<file path="src/sv/assert_macros.svh">
// Assertion macros used by the top-level RTL file.
// No dependencies; define SYNTH to compile the macros away.
`ifndef ASSERT_MACROS_SVH
`define ASSERT_MACROS_SVH
`ifndef SYNTH
`define ASSERT_IMPL(label, clk, rst, ante, cons) \
  label: assert property (@(posedge clk) disable iff (rst) (ante) |-> (cons)) \
    else $error("assertion failed: same-cycle implication");
`define ASSERT_NEXT(label, clk, rst, ante, cons) \
  label: assert property (@(posedge clk) disable iff (rst) (ante) |=> (cons)) \
    else $error("assertion failed: next-cycle implication");
`else
`define ASSERT_IMPL(label, clk, rst, ante, cons)
`define ASSERT_NEXT(label, clk, rst, ante, cons)
`endif
`endif

</file>
<file path="src/sv/u8u16_pkg.sv">
// Types, constants and the lead byte classifier of the UTF-8 to UTF-16 decoder.
// No dependencies; used by every module of the block.
package u8u16_pkg;

  localparam int unsigned ADDR_W = 3;

  localparam logic [15:0] REPLACEMENT_UNIT = 16'hfffd;
  localparam logic [20:0] SUPP_BASE        = 21'h10000;
  localparam logic [15:0] HIGH_SURR_BASE   = 16'hd800;
  localparam logic [15:0] LOW_SURR_BASE    = 16'hdc00;
  localparam logic [15:0] CAPACITY_RESET   = 16'hffff;

  localparam logic [7:0] CONT_MASK   = 8'hc0;
  localparam logic [7:0] CONT_TAG    = 8'h80;
  localparam logic [7:0] ASCII_LIMIT = 8'h80;
  localparam logic [7:0] TWO_LIMIT   = 8'he0;
  localparam logic [7:0] THREE_LIMIT = 8'hf0;

  typedef enum logic [0:0] {
    REG_OUT_CAPACITY = 1'b0
  } reg_index_t;

  typedef struct packed {
    logic [7:0] in_byte;
    logic       final_byte;
  } in_item_t;

  typedef struct packed {
    logic [15:0] code_unit;
    logic        has_unit;
    logic        string_done;
    logic [15:0] units_written;
    logic        last_in_run;
  } out_item_t;

  typedef struct packed {
    logic       ascii;
    logic [1:0] need;
    logic [4:0] lead_bits;
  } byte_class_t;

  typedef struct packed {
    in_item_t    item;
    byte_class_t cls;
  } front_item_t;

  function automatic byte_class_t classify(input logic [7:0] b);
    byte_class_t c;
    c.ascii = (b < ASCII_LIMIT);
    if (b < ASCII_LIMIT) begin
      c.need      = 2'd0;
      c.lead_bits = 5'd0;
    end else if (b < TWO_LIMIT) begin
      c.need      = 2'd1;
      c.lead_bits = b[4:0];
    end else if (b < THREE_LIMIT) begin
      c.need      = 2'd2;
      c.lead_bits = {1'b0, b[3:0]};
    end else begin
      c.need      = 2'd3;
      c.lead_bits = {2'b00, b[2:0]};
    end
    return c;
  endfunction

endpackage

</file>
<file path="src/sv/u8u16_front.sv">
// Front end: input queue of source bytes, each tagged with its lead class.
// Depends on u8u16_pkg.
module u8u16_front #(
  parameter int unsigned DEPTH = 4
) (
  input  logic                   clk,
  input  logic                   rst,
  input  logic                   push,
  input  u8u16_pkg::in_item_t    item,
  output logic                   full,
  input  logic                   pop,
  output u8u16_pkg::front_item_t head,
  output logic                   valid
);

  localparam int unsigned PW = $clog2(DEPTH);
  localparam int unsigned CW = $clog2(DEPTH + 1);

  u8u16_pkg::front_item_t mem [DEPTH];
  logic [PW-1:0] wr_ptr;
  logic [PW-1:0] rd_ptr;
  logic [CW-1:0] count;
  logic          do_push;
  logic          do_pop;

  assign full    = (count == CW'(DEPTH));
  assign valid   = (count != '0);
  assign do_push = push && !full;
  assign do_pop  = pop && valid;
  assign head    = mem[rd_ptr];

  always_ff @(posedge clk) begin
    if (rst) begin
      wr_ptr <= '0;
      rd_ptr <= '0;
      count  <= '0;
    end else begin
      if (do_push) begin
        wr_ptr <= (wr_ptr == PW'(DEPTH - 1)) ? '0 : wr_ptr + 1'b1;
      end
      if (do_pop) begin
        rd_ptr <= (rd_ptr == PW'(DEPTH - 1)) ? '0 : rd_ptr + 1'b1;
      end
      case ({do_push, do_pop})
        2'b10:   count <= count + CW'(1);
        2'b01:   count <= count - CW'(1);
        default: count <= count;
      endcase
    end
  end

  // classify on the way in so the back end sees the class with the byte
  always_ff @(posedge clk) begin
    if (do_push) begin
      mem[wr_ptr] <= '{item: item, cls: u8u16_pkg::classify(item.in_byte)};
    end
  end

endmodule

</file>
<file path="src/sv/u8u16_res_fifo.sv">
// Result queue between the decode engine and the result port.
// Depends on u8u16_pkg.
module u8u16_res_fifo #(
  parameter int unsigned DEPTH = 4
) (
  input  logic                 clk,
  input  logic                 rst,
  input  logic                 wr,
  input  u8u16_pkg::out_item_t wr_item,
  output logic                 full,
  input  logic                 rd,
  output u8u16_pkg::out_item_t rd_item,
  output logic                 empty
);

  localparam int unsigned PW = $clog2(DEPTH);
  localparam int unsigned CW = $clog2(DEPTH + 1);

  u8u16_pkg::out_item_t mem [DEPTH];
  logic [PW-1:0] wr_ptr;
  logic [PW-1:0] rd_ptr;
  logic [CW-1:0] count;
  logic          do_wr;
  logic          do_rd;

  assign full    = (count == CW'(DEPTH));
  assign empty   = (count == '0);
  assign do_wr   = wr && !full;
  assign do_rd   = rd && !empty;
  assign rd_item = mem[rd_ptr];

  always_ff @(posedge clk) begin
    if (rst) begin
      wr_ptr <= '0;
      rd_ptr <= '0;
      count  <= '0;
    end else begin
      if (do_wr) begin
        wr_ptr <= (wr_ptr == PW'(DEPTH - 1)) ? '0 : wr_ptr + 1'b1;
      end
      if (do_rd) begin
        rd_ptr <= (rd_ptr == PW'(DEPTH - 1)) ? '0 : rd_ptr + 1'b1;
      end
      case ({do_wr, do_rd})
        2'b10:   count <= count + CW'(1);
        2'b01:   count <= count - CW'(1);
        default: count <= count;
      endcase
    end
  end

  always_ff @(posedge clk) begin
    if (do_wr) begin
      mem[wr_ptr] <= wr_item;
    end
  end

endmodule

</file>
<file path="src/sv/u8u16_back.sv">
// Decode engine: one byte (fresh or replayed) or one low surrogate per cycle while the result queue has room,
// with a staging register that settles the end-of-run flags. Depends on u8u16_pkg.
module u8u16_back (
  input  logic                   clk,
  input  logic                   rst,
  input  logic [15:0]            cap,
  input  u8u16_pkg::front_item_t head,
  input  logic                   head_valid,
  output logic                   head_pop,
  input  logic                   res_full,
  output logic                   res_push,
  output u8u16_pkg::out_item_t   res_item
);

  // decode state
  logic [4:0]  pp, pp_next;
  logic [1:0]  need, need_next;
  logic [7:0]  held [3];
  logic [1:0]  hc, hc_next;
  logic [15:0] unit_count, unit_count_next;
  logic        stopped, stopped_next;
  // bytes waiting to be decoded again, oldest in the top byte
  logic [23:0] rq, rq_next;
  logic [1:0]  rq_count, rq_count_next;
  logic        step_fin;
  logic        low_pending, low_pending_next;
  logic [15:0] low_unit, low_unit_next;
  // staged result
  u8u16_pkg::out_item_t stage, stage_next;
  logic        stage_valid, stage_valid_next;
  logic        stage_ready, stage_ready_next;

  logic                   active;
  logic                   go;
  logic                   fin;
  logic [7:0]             b;
  u8u16_pkg::byte_class_t cls;
  logic [23:0]            rest;
  logic [1:0]             rem;
  logic                   last;
  logic [7:0]             hw0, hw1, hw2;
  logic [23:0]            heldw_vec;
  logic [1:0]             hcw;
  logic [2:0]             bad;
  logic [1:0]             j;
  logic                   any_bad;
  logic [20:0]            cp;
  logic                   emit;
  logic [20:0]            emit_cp;
  logic [20:0]            supp;
  logic                   brk;
  logic [1:0]             cnt;
  logic [1:0]             start;
  logic                   held_we;
  logic                   unit_valid;
  logic [15:0]            unit_val;
  logic [15:0]            unit_written;
  logic                   step_end;
  logic [23:0]            head_mask;
  u8u16_pkg::out_item_t   new_res;
  u8u16_pkg::out_item_t   close_res;

  // operand selection and continuation check
  always_comb begin
    active   = (rq_count != 2'd0) || low_pending;
    go       = !res_full && (active || head_valid);
    head_pop = go && !active;
    fin      = active ? step_fin : head.item.final_byte;
    b        = (rq_count != 2'd0) ? rq[23:16] : head.item.in_byte;
    cls      = (rq_count != 2'd0) ? u8u16_pkg::classify(rq[23:16]) : head.cls;
    rest     = (rq_count != 2'd0) ? {rq[15:0], 8'h00} : 24'h0;
    rem      = (rq_count != 2'd0) ? rq_count - 2'd1 : 2'd0;
    last     = fin && (rem == 2'd0);

    hw0       = (hc == 2'd0) ? b : held[0];
    hw1       = (hc == 2'd1) ? b : held[1];
    hw2       = (hc == 2'd2) ? b : held[2];
    heldw_vec = {hw0, hw1, hw2};
    hcw       = hc + 2'd1;

    bad[0] = ((hw0 & u8u16_pkg::CONT_MASK) != u8u16_pkg::CONT_TAG);
    bad[1] = (hcw >= 2'd2) && ((hw1 & u8u16_pkg::CONT_MASK) != u8u16_pkg::CONT_TAG);
    bad[2] = (hcw == 2'd3) && ((hw2 & u8u16_pkg::CONT_MASK) != u8u16_pkg::CONT_TAG);
    any_bad = |bad;
    if (bad[0]) begin
      j = 2'd0;
    end else if (bad[1]) begin
      j = 2'd1;
    end else begin
      j = 2'd2;
    end

    case (need)
      2'd1:    cp = {10'b0, pp, hw0[5:0]};
      2'd2:    cp = {5'b0, pp[3:0], hw0[5:0], hw1[5:0]};
      2'd3:    cp = {pp[2:0], hw0[5:0], hw1[5:0], hw2[5:0]};
      default: cp = '0;
    endcase
  end

  // one decode operation
  always_comb begin
    pp_next          = pp;
    need_next        = need;
    hc_next          = hc;
    unit_count_next  = unit_count;
    stopped_next     = stopped;
    rq_next          = rq;
    rq_count_next    = rq_count;
    low_pending_next = low_pending;
    low_unit_next    = low_unit;
    held_we          = 1'b0;
    emit             = 1'b0;
    emit_cp          = '0;
    supp             = '0;
    brk              = 1'b0;
    cnt              = 2'd0;
    start            = 2'd0;
    unit_valid       = 1'b0;
    unit_val         = '0;
    step_end         = 1'b0;
    head_mask        = '0;

    if (low_pending) begin
      unit_valid       = 1'b1;
      unit_val         = low_unit;
      low_pending_next = 1'b0;
      step_end         = (rq_count == 2'd0);
    end else begin
      if (stopped) begin
        // drop the rest of the run while output is stopped
        pp_next   = '0;
        need_next = '0;
        hc_next   = '0;
        brk       = 1'b1;
      end else if (need == 2'd0) begin
        if (unit_count >= cap) begin
          stopped_next = 1'b1;
          brk          = 1'b1;
        end else if (cls.ascii) begin
          emit    = 1'b1;
          emit_cp = {13'b0, b};
        end else if (last) begin
          emit    = 1'b1;
          emit_cp = {5'b0, u8u16_pkg::REPLACEMENT_UNIT};
        end else begin
          pp_next   = cls.lead_bits;
          need_next = cls.need;
          hc_next   = 2'd0;
        end
      end else begin
        held_we = 1'b1;
        if (hcw >= need) begin
          emit = 1'b1;
          if (any_bad) begin
            // bad continuation: replay it and everything after it
            emit_cp = {5'b0, u8u16_pkg::REPLACEMENT_UNIT};
            start   = j;
            cnt     = hcw - j;
          end else begin
            emit_cp = cp;
          end
          pp_next   = '0;
          need_next = '0;
          hc_next   = '0;
        end else if (last) begin
          // cut short at end of string: replay all held bytes
          emit      = 1'b1;
          emit_cp   = {5'b0, u8u16_pkg::REPLACEMENT_UNIT};
          start     = 2'd0;
          cnt       = hcw;
          pp_next   = '0;
          need_next = '0;
          hc_next   = '0;
        end else begin
          hc_next = hcw;
        end
      end

      if (emit) begin
        if (emit_cp >= u8u16_pkg::SUPP_BASE) begin
          supp = emit_cp - u8u16_pkg::SUPP_BASE;
          if (({1'b0, unit_count} + 17'd2) > {1'b0, cap}) begin
            stopped_next = 1'b1;
          end else begin
            unit_valid       = 1'b1;
            unit_val         = u8u16_pkg::HIGH_SURR_BASE + {5'b0, supp[20:10]};
            low_unit_next    = u8u16_pkg::LOW_SURR_BASE + {6'b0, supp[9:0]};
            low_pending_next = 1'b1;
          end
        end else begin
          unit_valid = 1'b1;
          unit_val   = emit_cp[15:0];
        end
      end

      head_mask     = ~(24'hffffff >> {cnt, 3'b000});
      rq_next       = ((heldw_vec << {start, 3'b000}) & head_mask) | (rest >> {cnt, 3'b000});
      rq_count_next = brk ? 2'd0 : cnt + rem;
      step_end      = brk || ((rq_count_next == 2'd0) && !low_pending_next);
    end

    unit_written = unit_count + 16'd1;
    if (unit_valid) begin
      unit_count_next = unit_written;
    end
    if (step_end && fin) begin
      pp_next         = '0;
      need_next       = '0;
      hc_next         = '0;
      unit_count_next = '0;
      stopped_next    = 1'b0;
    end
  end

  // staging: the newest unit waits here until the end of its run is known
  always_comb begin
    new_res = '{code_unit: unit_val, has_unit: 1'b1, string_done: fin && step_end,
                units_written: unit_written, last_in_run: step_end};
    close_res = '{code_unit: 16'h0000, has_unit: 1'b0, string_done: 1'b1,
                  units_written: unit_count, last_in_run: 1'b1};
    stage_next       = stage;
    stage_valid_next = stage_valid;
    stage_ready_next = stage_ready;
    res_push         = 1'b0;
    res_item         = stage;
    if (go) begin
      if (unit_valid) begin
        res_push         = stage_valid;
        stage_next       = new_res;
        stage_valid_next = 1'b1;
        stage_ready_next = step_end;
      end else if (step_end) begin
        if (stage_valid && !stage_ready) begin
          res_push             = 1'b1;
          res_item.last_in_run = 1'b1;
          res_item.string_done = fin;
          stage_valid_next     = 1'b0;
        end else if (stage_valid) begin
          res_push         = 1'b1;
          stage_next       = close_res;
          stage_valid_next = fin;
          stage_ready_next = 1'b1;
        end else if (fin) begin
          res_push = 1'b1;
          res_item = close_res;
        end
      end else if (stage_valid && stage_ready) begin
        res_push         = 1'b1;
        stage_valid_next = 1'b0;
      end
    end else if (stage_valid && stage_ready && !res_full) begin
      res_push         = 1'b1;
      stage_valid_next = 1'b0;
    end
  end

  always_ff @(posedge clk) begin
    if (rst) begin
      pp          <= '0;
      need        <= '0;
      hc          <= '0;
      unit_count  <= '0;
      stopped     <= 1'b0;
      rq_count    <= '0;
      step_fin    <= 1'b0;
      low_pending <= 1'b0;
      stage_valid <= 1'b0;
      stage_ready <= 1'b0;
    end else begin
      if (go) begin
        pp          <= pp_next;
        need        <= need_next;
        hc          <= hc_next;
        unit_count  <= unit_count_next;
        stopped     <= stopped_next;
        rq_count    <= rq_count_next;
        step_fin    <= fin;
        low_pending <= low_pending_next;
      end
      stage_valid <= stage_valid_next;
      stage_ready <= stage_ready_next;
    end
  end

  always_ff @(posedge clk) begin
    if (go) begin
      rq       <= rq_next;
      low_unit <= low_unit_next;
      if (held_we) begin
        held[hc] <= b;
      end
    end
    stage <= stage_next;
  end

endmodule

</file>
<file path="src/sv/utf8_to_utf16_decoder.sv">
// UTF-8 to UTF-16 decoder: top level with the capacity register.
// Depends on u8u16_pkg, u8u16_front, u8u16_back, u8u16_res_fifo, assert_macros.svh.
//
// Usage:
//   Source bytes enter through a queue port: drive item and raise push; a byte
//   is taken at each edge with push high and full low. Mark the last byte of a
//   string with final_byte. Results leave through a queue port: the oldest
//   result sits on result while empty is low; raise pop to take it.
//   Each byte gives zero to four results; the last one of a byte carries
//   last_in_run, and a string closes with string_done and units_written.
//   out_capacity (APB, byte address 0) limits units per string; write it only
//   while the block is idle.
// Timing:
//   Sustained rate is one byte per cycle while the result queue has room, set by
//   the single decode engine: the low half of a surrogate pair and each byte
//   decoded again after a bad or cut-short sequence take a decode step of their own.
// Reset clears both queues and any pending sequence and sets the capacity to
// 65535. When the receiver stalls, the result queue fills, the decode engine
// holds, and then the input queue fills and raises full.
`include "assert_macros.svh"
module utf8_to_utf16_decoder #(
  parameter int unsigned IN_DEPTH  = 4,
  parameter int unsigned OUT_DEPTH = 4
) (
  input  logic                           clk,
  input  logic                           rst,
  input  logic                           push,
  input  u8u16_pkg::in_item_t            item,
  output logic                           full,
  output logic                           empty,
  input  logic                           pop,
  output u8u16_pkg::out_item_t           result,
  input  logic                           psel,
  input  logic                           penable,
  input  logic                           pwrite,
  input  logic [u8u16_pkg::ADDR_W-1:0]   paddr,
  input  logic [31:0]                    pwdata,
  output logic [31:0]                    prdata,
  output logic                           pready
);

  logic [15:0]            out_capacity;
  logic                   cfg_write;
  u8u16_pkg::front_item_t head;
  logic                   head_valid;
  logic                   head_pop;
  logic                   res_full;
  logic                   res_push;
  u8u16_pkg::out_item_t   res_item;

  assign pready    = 1'b1;
  assign cfg_write = psel && penable && pwrite && pready;

  always_ff @(posedge clk) begin
    if (rst) begin
      out_capacity <= u8u16_pkg::CAPACITY_RESET;
    end else if (cfg_write && (paddr[2] == u8u16_pkg::REG_OUT_CAPACITY)) begin
      out_capacity <= pwdata[15:0];
    end
  end

  always_comb begin
    case (u8u16_pkg::reg_index_t'(paddr[2]))
      u8u16_pkg::REG_OUT_CAPACITY: prdata = {16'h0000, out_capacity};
      default:                     prdata = '0;
    endcase
  end

  u8u16_front #(
    .DEPTH (IN_DEPTH)
  ) u_front (
    .clk   (clk),
    .rst   (rst),
    .push  (push),
    .item  (item),
    .full  (full),
    .pop   (head_pop),
    .head  (head),
    .valid (head_valid)
  );

  u8u16_back u_back (
    .clk        (clk),
    .rst        (rst),
    .cap        (out_capacity),
    .head       (head),
    .head_valid (head_valid),
    .head_pop   (head_pop),
    .res_full   (res_full),
    .res_push   (res_push),
    .res_item   (res_item)
  );

  u8u16_res_fifo #(
    .DEPTH (OUT_DEPTH)
  ) u_res_fifo (
    .clk     (clk),
    .rst     (rst),
    .wr      (res_push),
    .wr_item (res_item),
    .full    (res_full),
    .rd      (pop),
    .rd_item (result),
    .empty   (empty)
  );

  `ASSERT_NEXT(a_reset_clears, clk, 1'b0, rst, !full && empty)
  `ASSERT_IMPL(a_pop_has_data, clk, rst, head_pop, head_valid)
  `ASSERT_IMPL(a_no_unit_closes, clk, rst, !empty && !result.has_unit, result.string_done && result.last_in_run && (result.code_unit == 16'h0000))
  `ASSERT_NEXT(a_cap_write, clk, rst, cfg_write && (paddr[2] == u8u16_pkg::REG_OUT_CAPACITY), out_capacity == $past(pwdata[15:0]))

endmodule

</file>
<file path="config.mk">
export PLATFORM = sky130hd
export DESIGN_NAME = utf8_to_utf16_decoder
export DESIGN_NICKNAME = d
export VERILOG_FILES = /design/src/sv/u8u16_pkg.sv /design/src/sv/u8u16_front.sv /design/src/sv/u8u16_res_fifo.sv /design/src/sv/u8u16_back.sv /design/src/sv/utf8_to_utf16_decoder.sv
export VERILOG_INCLUDE_DIRS = /design/src /design/src/sv
export SDC_FILE = /design/constraint.sdc
export NUM_CORES = 1
export LEC_CHECK = 0
export BUFFER_PORTS_ARGS = -buffer_cell sky130_fd_sc_hd__buf_2
export CAP_MARGIN = 20
export CORE_MARGIN = 2
export CORE_UTILIZATION = 61
export DETAILED_ROUTE_END_ITERATION = 8
export GPL_TIMING_DRIVEN = 0
export PLACE_DENSITY = 0.83
export SLEW_MARGIN = 20
export SYNTH_ARGS = -nofsm -noshare
export SYNTH_HDL_FRONTEND = slang
export SYNTH_SLANG_ARGS = --single-unit
</file>
<file path="constraint.sdc">
create_clock -name clk -period 7.99 [get_ports clk]
set_input_delay 0 -clock clk [delete_from_list [all_inputs] [get_ports clk]]
set_output_delay 0 -clock clk [all_outputs]
set_load 0.01 [all_outputs]
</file>
==> flow_metrics.env, run 1 <==
export IMPL_status="finished clean"
export IMPL_synth_seq_cells=367
export IMPL_syn_area_um2=18150
export IMPL_grt_pass1_wl_um=69920
export IMPL_io_buffers=83
export IMPL_antenna_found_initial=0
export IMPL_tritoncts="yes"
export IMPL_row_count=63
export IMPL_place_congestion=0.9400
export IMPL_area_growth_pct=14.15
export IMPL_drtIter0Drc=1447
export IMPL_slew_violations=0
export IMPL_die_area_um2=31150
export IMPL_p_leak_nw=7.705
export IMPL_yosysMostFrequentCell="edfxtp_1"
export IMPL_die_w_um=176.5
export IMPL_muxShareOfSynthArea_pct=10.47
export IMPL_drc=0
export IMPL_critPathMaxFanout=10
export IMPL_crit_path_start_kind="register"
export IMPL_fin_tns_setup_ns=0
export IMPL_synth_top_cell_area_share_pct=49.81
export IMPL_synth_edff_count=301
export IMPL_ios=121
export IMPL_synth_top_cell_by_area="edfxtp_1"
export IMPL_slew_headroom_pct=24.38
export IMPL_via_per_inst=6.274
export IMPL_grt_max_degree=29
export IMPL_start_util_pct=61.56
export IMPL_fmax_mhz=148.6
export IMPL_finalHoldViolCount=0
export IMPL_ys_top_cells_by_area="edfxtp_1 (50%), dfxtp_1 (7.3%), mux4_2 (5.6%), ha_1 (3.8%), mux2i_1 (3.1%)"
export IMPL_powerDensity_nw_per_um2=399.0
export IMPL_avgSynthCellArea_um2=12.12
export IMPL_wl_per_cell_um=21.26
export IMPL_htreeDepth=2
export IMPL_p_total_mw=8.266
export IMPL_crit_arrival_ns=7.19
export IMPL_nets=1777
export IMPL_coreArea_um2=29480
export IMPL_clock_skew_ns=0.02056
export IMPL_cp_required_ns=8.45
export IMPL_synthAdderAreaFrac_pct=4.013
export IMPL_postRouteAntennaNets=0
export IMPL_drive_gt1_share_pct=15.98
export IMPL_hpwl_um=30560
export IMPL_max_cap_viol_count=0
export IMPL_clock_path_buffers=3
export IMPL_clk_pin_slew_worst_paths_ns=0.06
export IMPL_vias=13090
export IMPL_yosys_area_share_simple_pct=11.20
export IMPL_wirelength_um=44340
export IMPL_grt_pass1_vias=12790
export IMPL_hp_class="in2reg"
export IMPL_synth_compound_area_share_pct=11.17
export IMPL_vdd_ir_drop_max_mv=0.3310
export IMPL_ys_async_sr_fraction_pct=0
export IMPL_synth_top_family_by_area="simple AND/OR/NAND/NOR gates"
export IMPL_rsz0062_at_grt="no"
export IMPL_fin_crit_sh_pct=84.22
export IMPL_die_y_um=176.5
export IMPL_criticalPathCategory="reg2reg"
export IMPL_synth_xor_area_share_pct=1.786
export IMPL_synthCells=1497
export IMPL_overflow=0
export IMPL_fin_crit_ns=6.729
export IMPL_finalSetupViolCount=0
export IMPL_tightest_slew_ns=1.134
export IMPL_cts_root_buffer="clkbuf_16"
export IMPL_track_usage_pct=28.79
export IMPL_seq_area_frac_synth_pct=57.09
export IMPL_cts_num_sinks=367
export IMPL_clk_latency_ns=0.54
export IMPL_synth_ff_type="edfxtp_1"
export IMPL_synth_common_cells="edfxtp_1 (301), nor2_1 (123), nand2_1 (121)"
export IMPL_ctsResizeCount=0
export IMPL_yosys_warnings=0
export IMPL_cp_end_kind="register"
export IMPL_cts_made_buffers=38
export IMPL_n_antenna_cell=0
export IMPL_synth_distinct_cells=77
export IMPL_firstDrtPassIters=6
report_power, final:
part           internal (mW)  leakage, nW  switching, mW  total [mW]
combinational           1.22         3.81           2.21        3.43
sequential              2.94         3.33          0.196        3.13
clock                  0.967        0.565          0.733        1.70
total                   5.12         7.70           3.14        8.27
through the flow:
step           instance area [um^2]  std cells  utilization, %  hold WS, ns  worst slack [ns]
2_1_floorplan                 18200       1512               -      0.09887             2.140
3_3_place_gp                  19110       1985           64.81       0.2204            0.6691
3_5_place_dp                  19270       1992           65.36       0.2323             1.315
4_1_cts                       20720       2086           70.27     0.008820             1.249
5_1_grt                       20720       2086           70.27      0.03502            0.8125
6_report                      20720       2086           70.27      0.02668             1.261
metal layers:
layer | global-route usage [%] | vias up | wire length [um]
met2 | 49.01 | 653 | 21820
met4 | 10.02 | 0 | 1462
met3 | 4.264 | 111 | 3107
li1 | - | 5944 | -
met1 | 37.95 | 6379 | 17950
met5 | 0 | - | 0
final timing paths:
check                           cells past startpoint                           endpoint                              start  slack, ns
worst max-delay path                               26   u_res_fifo.count[2]$_SDFFE_PP0P_  u_back.unit_count[5]$_SDFFE_PP0P_       1.26
worst min-delay path                                4  u_res_fifo.rd_ptr[0]$_SDFFE_PP0P_                                pop       0.03
worst max register to register                     26   u_res_fifo.count[2]$_SDFFE_PP0P_  u_back.unit_count[5]$_SDFFE_PP0P_       1.26
worst min register to register                      2     u_front.wr_ptr[1]$_SDFFE_PP0P_     u_front.wr_ptr[1]$_SDFFE_PP0P_       0.51
final cells by class:
class	count	area, um^2
fill	1992	8765
clock buffer	48	1010
tap	390	488.0
multi-input combinational	972	7106
buffer	102	501.7
inverter	71	266.5
timing repair buffer	117	818.3
sequential	367	10360
clock inverter	19	166.4
state kept, by name, indices dropped and copies added, names as in the netlist, 3 cells and up, named ones only:
name and cells:
u_res_fifo.mem 140, u_front.mem 68, u_back.stage 35, u_back.held 24, u_back.rq 24, out_capacity 16
u_back.unit_count 16, u_back.low_unit 10, u_back.pp 5, u_front.count 3, u_res_fifo.count 3
worst max-delay path, stage by stage (launching register included):
cell      delay [ns]
dfxtp_1         0.35
clkbuf_1        0.33
inv_1           0.14
or4_1           0.57
nor4_1          0.42
and3_1          0.29
nand3_1         0.12
xnor2_1         0.25
ha_1            0.31
o211ai_1        0.13
nor3_1          0.08
o21ai_0         0.08
a21oi_1         0.07
o31ai_1         0.51
nand3_1         0.12
or4_1           0.45
a311o_1         0.45
buf_6           0.17
a221oi_1        0.40
nor2_1          0.14
inv_1           0.07
ha_1            0.18
inv_1           0.06
fa_1            0.37
xor2_1          0.15
or3_1           0.31
a21oi_1         0.15
layout by cell type, fill, tap and decap left out, types with 27 or more instances in the layout:
cell,instances
inv_1,71
nand3_1,48
buf_2,95
clkbuf_16,39
clkbuf_1,64
dfxtp_1,66
ha_1,55
mux4_2,45
nor2_1,122
edfxtp_1,301
xnor2_1,32
o21ai_0,71
mux2_2,27
nand2_1,121
dlygate4sd3_1,27
mux2i_1,56
a21oi_1,57
timing repair:
| action | CTS | global route |
|---|---|---|
| hold buffers | 27 | 0 |
| endpoints found under the hold margin | 83 | 0 |
| buffers inserted | 0 | 0 |
cells by family (layout without fill, tap and decap cells):
family / count (synthesis) / in the layout
AOI/OAI and AO/OA: 300 / 300
and+or+nand+nor: 432 / 432
buffers and inverters: 173 / 357
xor gates and xnor gates: 37 / 37
muxes: 129 / 129
DFF: 367 / 367
other: 2 / 17
adders and majority gates: 57 / 57
Note: power is estimated with default switching activity, not from simulation.
==> inputs of run 2 (changes only) <==
- clock period: 7.99 -> 6.9 ns (I/O delays scaled with it)
==> flow_metrics.env, run 2 (synthesized netlist as in run 1, its figures left out) <==
export IMPL_nets=1777
export IMPL_via_per_inst=6.300
export IMPL_area_growth_pct=14.26
export IMPL_critPathMaxFanout=10
export IMPL_cts_made_buffers=38
export IMPL_regMostFlops="u_res_fifo.mem"
export IMPL_postRouteAntennaNets=0
export IMPL_n_antenna_cell=0
export IMPL_htreeDepth=2
export IMPL_p_comb_share_pct=41.5
export IMPL_cts_num_sinks=367
export IMPL_drc=0
export IMPL_nFillCells=1990
export IMPL_crit_buf_inv=3
export IMPL_max_stage_delay_ns=0.55
export IMPL_cts_root_buffer="clkbuf_16"
export IMPL_criticalPathCategory="reg2reg"
export IMPL_fin_crit_sh_pct=93.03
export IMPL_start_util_pct=61.56
export IMPL_clock_skew_ns=0.02093
export IMPL_finalSetupViolCount=0
export IMPL_finalHoldViolCount=0
export IMPL_grt_max_degree=29
export IMPL_hpwl_um=30560
export IMPL_dp_cells=1992
export IMPL_tritoncts="yes"
export IMPL_finish_utilization_pct=70.34
export IMPL_vdd_ir_drop_max_mv=0.3814
export IMPL_fin_crit_ns=6.419
export IMPL_largest_reg_flops=140
export IMPL_clock_path_buffers=3
export IMPL_layout_common_cells="edfxtp_1 (301), nor2_1 (122), nand2_1 (121)"
export IMPL_antenna_found_initial=0
export IMPL_max_cap_viol_count=0
export IMPL_crit_arrival_ns=6.88
export IMPL_drive_gt1_share_pct=16.27
export IMPL_cp_required_ns=7.36
export IMPL_overflow=0
export IMPL_met2_length_um=21850
export IMPL_hp_class="in2reg"
export IMPL_firstDrtPassIters=7
export IMPL_fmax_mhz=155.8
export IMPL_die_y_um=176.5
export IMPL_cp_top_family="simple AND/OR/NAND/NOR gates"
export IMPL_cp_num_cells=25
export IMPL_multi_input_area_um2=7123
export IMPL_crit_slowest_cell="dfxtp_1"
export IMPL_track_usage_pct=28.79
export IMPL_wirelength_um=44450
export IMPL_sw_frac_of_total_pct=38.00
export IMPL_rr_worst_depth=25
export IMPL_ios=121
export IMPL_grt_pass1_wl_um=69920
export IMPL_grt_pass1_vias=12790
export IMPL_final_cells=2086
export IMPL_wl_per_cell_um=21.31
export IMPL_clkPwrFrac_pct=20.6
export IMPL_powerDensity_nw_per_um2=461.5
export IMPL_rsz0062_at_grt="no"
export IMPL_switchingPower_mw=3.637
export IMPL_drtIter0Drc=1330
export IMPL_slew_headroom_pct=23.37
export IMPL_vias=13140
export IMPL_final_common_cell="edfxtp_1"
export IMPL_pwr_share_seq_pct=37.9
export IMPL_met1Wirelength_um=17780
export IMPL_p_int_mw=5.933
export IMPL_coreArea_um2=29480
export IMPL_row_count=63
export IMPL_status="finished clean"
export IMPL_hold_depth=4
export IMPL_top_layer="met4"
export IMPL_cp_end_kind="register"
export IMPL_cts_setup_buffers=0
export IMPL_biggestRegsByFlops="u_res_fifo.mem (140), u_front.mem (68), u_back.stage (35)"
export IMPL_fin_tns_setup_ns=0
export IMPL_clk_pin_slew_worst_paths_ns=0.06
export IMPL_place_congestion=0.9400
export IMPL_die_area_um2=31150
export IMPL_die_w_um=176.5
export IMPL_io_buffers=83
export IMPL_ff_latch_area_um2=10360
export IMPL_slew_violations=0
export IMPL_crit_path_start_kind="register"
export IMPL_met3WireLength_um=3359
export IMPL_tightest_slew_ns=1.150
export IMPL_p_leak_nw=7.705
export IMPL_clk_latency_ns=0.54
run 2: layer usage:
layer / up-vias / global-route usage (%)
met4: 0 / 10.02
met2: 716 / 49.01
met1: 6361 / 37.95
met5: - / 0
met3: 118 / 4.264
li1: 5947 / -
run 2: worst min-delay path: cells and delay by family:
kind,cells,cell delay [ns]
simple gates,2,0.22
compound gates,1,0.20
buf+inv,1,0.09
run 2: path summary, 6_finish.rpt:
kind / startpoint / end / slack, ns
worst max register to register: u_back.unit_count[2]$_SDFFE_PP0P_ / u_res_fifo.count[2]$_SDFFE_PP0P_ / 0.48
worst min-delay path: pop / register / 0.02
worst max-delay path: u_back.unit_count[2]$_SDFFE_PP0P_ / u_res_fifo.count[2]$_SDFFE_PP0P_ / 0.48
worst min register to register: u_front.wr_ptr[1]$_SDFFE_PP0P_ / u_front.wr_ptr[1]$_SDFFE_PP0P_ / 0.51
run 2: area by class of cell:
type | count | share of cell area (%)
clock inverters | 19 | 0.8025
well taps | 390 | 2.353
plain buffers | 102 | 2.432
repair buffers | 117 | 3.946
multi-input cells | 972 | 34.35
flip-flops and latches | 367 | 49.96
inverters | 71 | 1.285
clock buffers | 48 | 4.869
run 2: power groups by stage:
stage                     logic (mW)  clock network [mW]  registers [mW]
after detailed placement        3.88                   0            3.66
after global routing            4.31                2.07            3.67
after global placement          3.59                   0            3.67
after floorplan                 2.62                   0            3.60
final                           3.97                1.97            3.63
after CTS                       3.93                1.98            3.63
run 2: timing repair:
item | CTS | global route
setup endpoints to repair | 0 | 2
resized for setup | 0 | 7
endpoints found under the hold margin | 83 | 0
hold buffers | 27 | 0
run 2: metrics by stage:
step	hold WS [ns]	area [um^2]	setup slack, ns	power (mW)
after floorplan	0.09887	18200	1.050	6.211
after global placement	0.2204	19110	-0.4209	7.263
after detailed placement	0.2323	19270	0.2246	7.540
after CTS	0.008820	20720	0.1591	9.541
after global routing	0.03502	20740	0.07269	10.05
final	0.02210	20740	0.4810	9.570
